File: config.mk
export PLATFORM = sky130hd
export DESIGN_NAME = apq_cell
export DESIGN_NICKNAME = d
export VERILOG_FILES = /design/src/design/apq_pkg.sv /design/src/design/apq_cell.sv
export SDC_FILE = /design/constraint.sdc
export NUM_CORES = 1
export LEC_CHECK = 0
export BUFFER_PORTS_ARGS = -buffer_cell sky130_fd_sc_hd__buf_2
export CORE_MARGIN = 5
export CORE_UTILIZATION = 46
export DETAILED_ROUTE_END_ITERATION = 8
export GPL_TIMING_DRIVEN = 0
export PLACE_DENSITY = 0.95
export RECOVER_POWER = 100
export SKIP_CTS_REPAIR_TIMING = 1
export SYNTH_ARGS = -nofsm -noshare
export SYNTH_HDL_FRONTEND = slang
export SYNTH_SLANG_ARGS = --single-unit
File: constraint.sdc
create_clock -name clk -period 5.9 [get_ports clk]
set_input_delay 0.885 -clock clk [delete_from_list [all_inputs] [get_ports clk]]
set_output_delay 0.885 -clock clk [all_outputs]
set_load 0.01 [all_outputs]
File: src/design/apq_pkg.sv
// ----------------------------------------------------------------------------
// apq_pkg
// Types and codes shared by the ascending priority queue and its cells.
// ----------------------------------------------------------------------------
package apq_pkg;

	localparam logic KIND_INSERT = 1'b0;
	localparam logic KIND_REMOVE = 1'b1;

	localparam logic [1:0] ST_DONE  = 2'd0;
	localparam logic [1:0] ST_FULL  = 2'd1;
	localparam logic [1:0] ST_EMPTY = 2'd2;

	typedef struct packed {
		logic               kind;
		logic signed [31:0] element;
		logic        [15:0] priority_req;
	} cmd_t;

	typedef struct packed {
		logic        [1:0]  status;
		logic signed [31:0] removed_element;
		logic        [15:0] removed_priority;
		logic        [7:0]  occupancy;
	} rsp_t;

	typedef struct packed {
		logic signed [31:0] elem;
		logic        [15:0] prio;
	} entry_t;

	// broadcast to every cell in the chain
	typedef struct packed {
		logic               ins;
		logic               rem;
		logic signed [31:0] elem;
		logic        [15:0] prio;
	} op_t;

endpackage

File: src/design/apq_cell.sv
// ----------------------------------------------------------------------------
// apq_cell
// One slot of the sorted queue: holds an entry, takes the new entry or its
// left neighbor on insert, its right neighbor on remove.
// ----------------------------------------------------------------------------
module apq_cell import apq_pkg::*; #(
	parameter int IDX = 0,
	parameter int CW  = 8
) (
	input  logic          clk,
	input  op_t           op,
	input  logic [CW-1:0] count,
	input  entry_t        left,
	input  logic          left_ge,
	input  entry_t        right,
	output entry_t        entry,
	output logic          ge
);

	entry_t entry_q;
	logic   valid;

	assign valid = count > CW'(IDX);
	// slot at or behind the insert point: empty, or priority not below the new one
	assign ge    = !valid || (entry_q.prio >= op.prio);
	assign entry = entry_q;

	always_ff @(posedge clk) begin
		priority if (op.ins && ge) begin
			entry_q <= left_ge ? left : entry_t'{elem: op.elem, prio: op.prio};
		end else if (op.rem) begin
			entry_q <= right;
		end
	end

endmodule

# Yosys cells after proc, flatten, opt, wreduce, memory -nomap -nowiden
# Cells that the tools add are included.
# Widths: inputs -> output; s select.
# op_classes
magnitude_cmp,2
mux,3
reduce_logical,4
# ops
op,count
$mux 48,3
$ge 16x16->1,1
$gt 8x1->1 const B,1
$reduce_bool 2->1,1
$logic_and 1x1->1,1
$logic_not 1->1,1
$logic_or 1x1->1,1
# totals
ff_bits,48
inputBits,156
out_inout_bits,49
word_cells,11

# Logic depth before layout (Yosys ltp)
# logic_depth
depth_word,5
mapped_depth,9
depth_no_buf,7

# Least setup slack after synthesis
# Ideal clock, no wire load.
# synth_timing
path_kind,input to register
startpoint,input op[13] (netlist name)
endpoint,register entry_q (netlist bit entry[0]) (enable)
setup_ps,384
arrival_time_ps,3111
t_required_ps,5516
setup_slack_ps,2405
cell_stages,9
n_path_buf,2
cell_sequence,inv_1 -> ha_1 -> nand4_1 -> or2_0 -> o311a_1 -> a31oi_4 -> buf_6 -> buf_8 -> or2_2
# synth_via
elab_chain_cells,4
# synth_rtl
element,line_no,source
from (decl),apq_cell.sv:11,"input op_t op,"
$ge 16x16->1,apq_cell.sv:25,assign ge = !valid || (entry_q.prio >= op.prio);
$logic_or 1x1->1,apq_cell.sv:25,
$logic_and 1x1->1,apq_cell.sv:29,priority if (op.ins && ge) begin
$reduce_bool 2->1 (no line),-,
to (signal assigned),apq_cell.sv:30,"entry_q <= left_ge ? left : entry_t'{elem: op.elem, prio: op.prio};"
to (signal assigned),apq_cell.sv:32,entry_q <= right;
to (decl),apq_cell.sv:20,entry_t entry_q;
# Every way passes these cells.
# A chain may end at the register's enable or synchronous reset.

# Worst setup path in the final report
# layout_timing
startpoint,input op[13] (netlist name)
endpoint,register entry_q (netlist bit entry[9]) (enable)
# Same word-level chain as after synthesis.

==> impl_metrics.json <==
{
  "grt_setup_unrepaired": "no",
  "route.detailed.wl_per_inst_microns": 16.6,
  "final_net_count": 611,
  "hold_ws_ns": 0.868,
  "wirelength_mm": 8.57,
  "ant_nets": 0,
  "power.total_mw": 0.953,
  "worstPathMaxFanout": 48,
  "place_area_sq_mm": 0.00415,
  "preCtsSetupSlack_ns": 1.79,
  "final_area_sq_mm": 0.00414,
  "timing.critical_path.max_delay_family": "simple AND/OR/NAND/NOR gates",
  "synth.top_cell.area_share": 0.475,
  "dp_hpwl_mm": 7.01,
  "cell_internal_pwr_mw": 0.692,
  "largest_register_ff_count": 48,
  "cts_tree": "done",
  "detail_route.drc_violations": 0,
  "synth_area_leader_cell": "sky130_fd_sc_hd__edfxtp_1",
  "cts_made_buffers": 5,
  "area_growth_syn_to_layout_pct": 36.2,
  "mappedNetlistNets": 401,
  "gr-usage-all-layers": 0.196,
  "layout_setup_ws_ns": 1.68,
  "worst_slew_margin_rel": 0.231,
  "vias_in_the_first_global_route": 2864,
  "route.vias.total": 2634,
  "ios": 205,
  "setup.worst_path.start_class": "primary input",
  "yosysSeqAreaShare": 0.475,
  "layout-drive-gt1-share": 0.539,
  "peakVddDrop_uv": 168,
  "synth.most_common_cell": "sky130_fd_sc_hd__mux2_2",
  "asyncSetResetFlopFracSynth": 0,
  "multiInputGateArea_sq_mm": 0.00141,
  "clk_path_buf_depth": 2,
  "hp-class": "in -> reg",
  "ys_dominant_reg_cell": "sky130_fd_sc_hd__edfxtp_1",
  "placed_cells_incl_taps": 509,
  "ys.warnings.count": 0,
  "min_period_over_period": 0.715,
  "worstSetupPathType": "in -> reg",
  "switching_power_summed_over_all_nets_mw": 0.262,
  "die_area_sq_mm": 0.00833,
  "synth_edf_count": 48,
  "place.gp.congestion": 0.819,
  "clock_insertion_delay_worst_skew_ns": 0.30,
  "sw_frac_of_total": 0.274,
  "nFillCells": 539,
  "die-height_microns": 91.3,
  "synthTopCellsByArea": "sky130_fd_sc_hd__edfxtp_1, sky130_fd_sc_hd__mux2_2, sky130_fd_sc_hd__ha_1, sky130_fd_sc_hd__mux2_4, sky130_fd_sc_hd__o21ai_0",
  "synth_seq_cells": 48,
  "power.share.combinational": 0.276,
  "synth_top_cells_by_count": "sky130_fd_sc_hd__mux2_2, sky130_fd_sc_hd__edfxtp_1, sky130_fd_sc_hd__inv_1",
  "final-max-slew-violation-count": 0,
  "syn_std_cell_area_sq_mm": 0.00304,
  "finalNonFillerCells": 517,
  "required_ns": 5.82,
  "grt-ovfl-total": 0,
  "run_status": "finished, final reports clean",
  "floorplan.rows": 29,
  "grt_first_pass_wirelength_mm": 13.4,
  "pwr-share-clk": 0.252,
  "cap_viol_max_count": 0,
  "vias_per_cell": 5.09,
  "fmaxAchievable_ghz": 0.237,
  "pin_count_of_the_biggest_net_entering_global_routing": 49,
  "port-buffer-count": 203,
  "initial_antenna_violation_count": 1,
  "yosys.cell_types.count": 28,
  "cts_sinks": 48,
  "critPathMaxStageDelay_ns": 0.88,
  "timing.critical_path.arrival_ns": 4.14,
  "seqPwrFrac": 0.472,
  "slowest_stage": "sky130_fd_sc_hd__or2_2",
  "critical_path.endpoint_type": "flip-flop",
  "synthesis.area_per_instance_sq_um": 13.3,
  "skew_ns": 0.00361,
  "floorplan.initialDensity": 0.476,
  "static-leakage-power_nw": 1.85,
  "register_clock_pin_slew_on_the_reported_worst_setup_and_hold_paths_ns": 0.09,
  "fin_crit_ns": 4.22,
  "h_tree_levels": 2,
  "drt_iter0_markers": 94,
  "firstDrtPassIters": 4,
  "design.core.area_sq_mm": 0.00639,
  "finalHoldViolations": 0,
  "tightestPinTransition_ns": 1.15,
  "setup_viol": 0,
  "die_w_microns": 91.3,
  "clockRootBuffer": "sky130_fd_sc_hd__clkbuf_8",
  "antenna-diode-count": 0,
  "netlist_instances": 229,
  "final.setup.tns_ns": 0,
  "crit_buf_inv": 4,
  "powerDensity_mw_per_mm2": 231,
  "ff_latch_area_sq_mm": 0.00144,
  "cp_cell_sequence": "buf_2 > inv_1 > ha_1 > nand4_1 > or2_0 > o311a_1 > a31oi_1 > clkbuf_1 > buf_8 > or2_2",
  "utilization": 0.648
}
-- final timing paths --
path	startpoint	to	slack, ns	cells after the start
setup / recovery	op[13]	entry[9]$_DFFE_PP_	1.68	10
hold / removal	right[46]	entry[46]$_DFFE_PP_	0.87	2
hold reg to reg	entry[14]$_DFFE_PP_	entry[26]$_DFFE_PP_	1.66	6
setup reg to reg	entry[15]$_DFFE_PP_	entry[9]$_DFFE_PP_	1.97	8
-- layout by cell type (no fill, tap or decap), types with 2 or more instances in the layout --
cell type,count
sky130_fd_sc_hd__buf_2,154
sky130_fd_sc_hd__mux2_2,71
sky130_fd_sc_hd__clkbuf_1,60
sky130_fd_sc_hd__edfxtp_1,48
sky130_fd_sc_hd__inv_1,17
sky130_fd_sc_hd__nand2_1,16
sky130_fd_sc_hd__o21ai_0,16
sky130_fd_sc_hd__ha_1,16
sky130_fd_sc_hd__mux2_1,9
sky130_fd_sc_hd__clkbuf_8,5
sky130_fd_sc_hd__a21oi_1,3
sky130_fd_sc_hd__nand4_1,2
sky130_fd_sc_hd__nand2b_1,2
sky130_fd_sc_hd__or2_2,2
sky130_fd_sc_hd__nor4_1,2
-- worst reg2reg max path: stages, from the launching register on --
cell	delay [ns]
sky130_fd_sc_hd__edfxtp_1	0.42
sky130_fd_sc_hd__ha_1	0.31
sky130_fd_sc_hd__nand4_1	0.11
sky130_fd_sc_hd__or2_0	0.26
sky130_fd_sc_hd__o311a_1	0.39
sky130_fd_sc_hd__a31oi_1	0.35
sky130_fd_sc_hd__clkbuf_1	0.56
sky130_fd_sc_hd__buf_8	0.23
sky130_fd_sc_hd__or2_2	0.88
-- power by group through the flow --
stage	registers [mW]	clock network (mW)	logic, mW
after floorplan	0.479	0	0.143
after global placement	0.454	0	0.283
after detailed placement	0.457	0	0.291
after CTS	0.449	0.248	0.292
after global routing	0.454	0.260	0.292
final	0.450	0.240	0.263
-- cells by family after synthesis --
| kind of cell | after synthesis | synth area share |
|---|---|---|
| compound gates | 27 | 0.0581 |
| fa+ha+maj | 16 | 0.0659 |
| buf+inv | 29 | 0.0457 |
| mux | 81 | 0.311 |
| simple gates | 28 | 0.0441 |
| flops | 48 | 0.475 |
-- metal layers --
layer  wire, microns  vias to the layer above  track usage
met5              13                        -            0
met4             223                        2       0.0721
met3             855                       22       0.0595
met2            4490                      133        0.374
met1            2990                     1203        0.199
li1                -                     1274            -
-- area by class of cell --
type | instances | share of cell area
plain buffers | 12 | 0.0136
clock buffers | 5 | 0.0166
clock inverters | 3 | 0.0103
inverters | 17 | 0.0154
multi-input cells | 152 | 0.341
flip-flops and latches | 48 | 0.349
well taps | 77 | 0.0233
repair buffers | 203 | 0.231
Power figures use the tool's default switching activity.
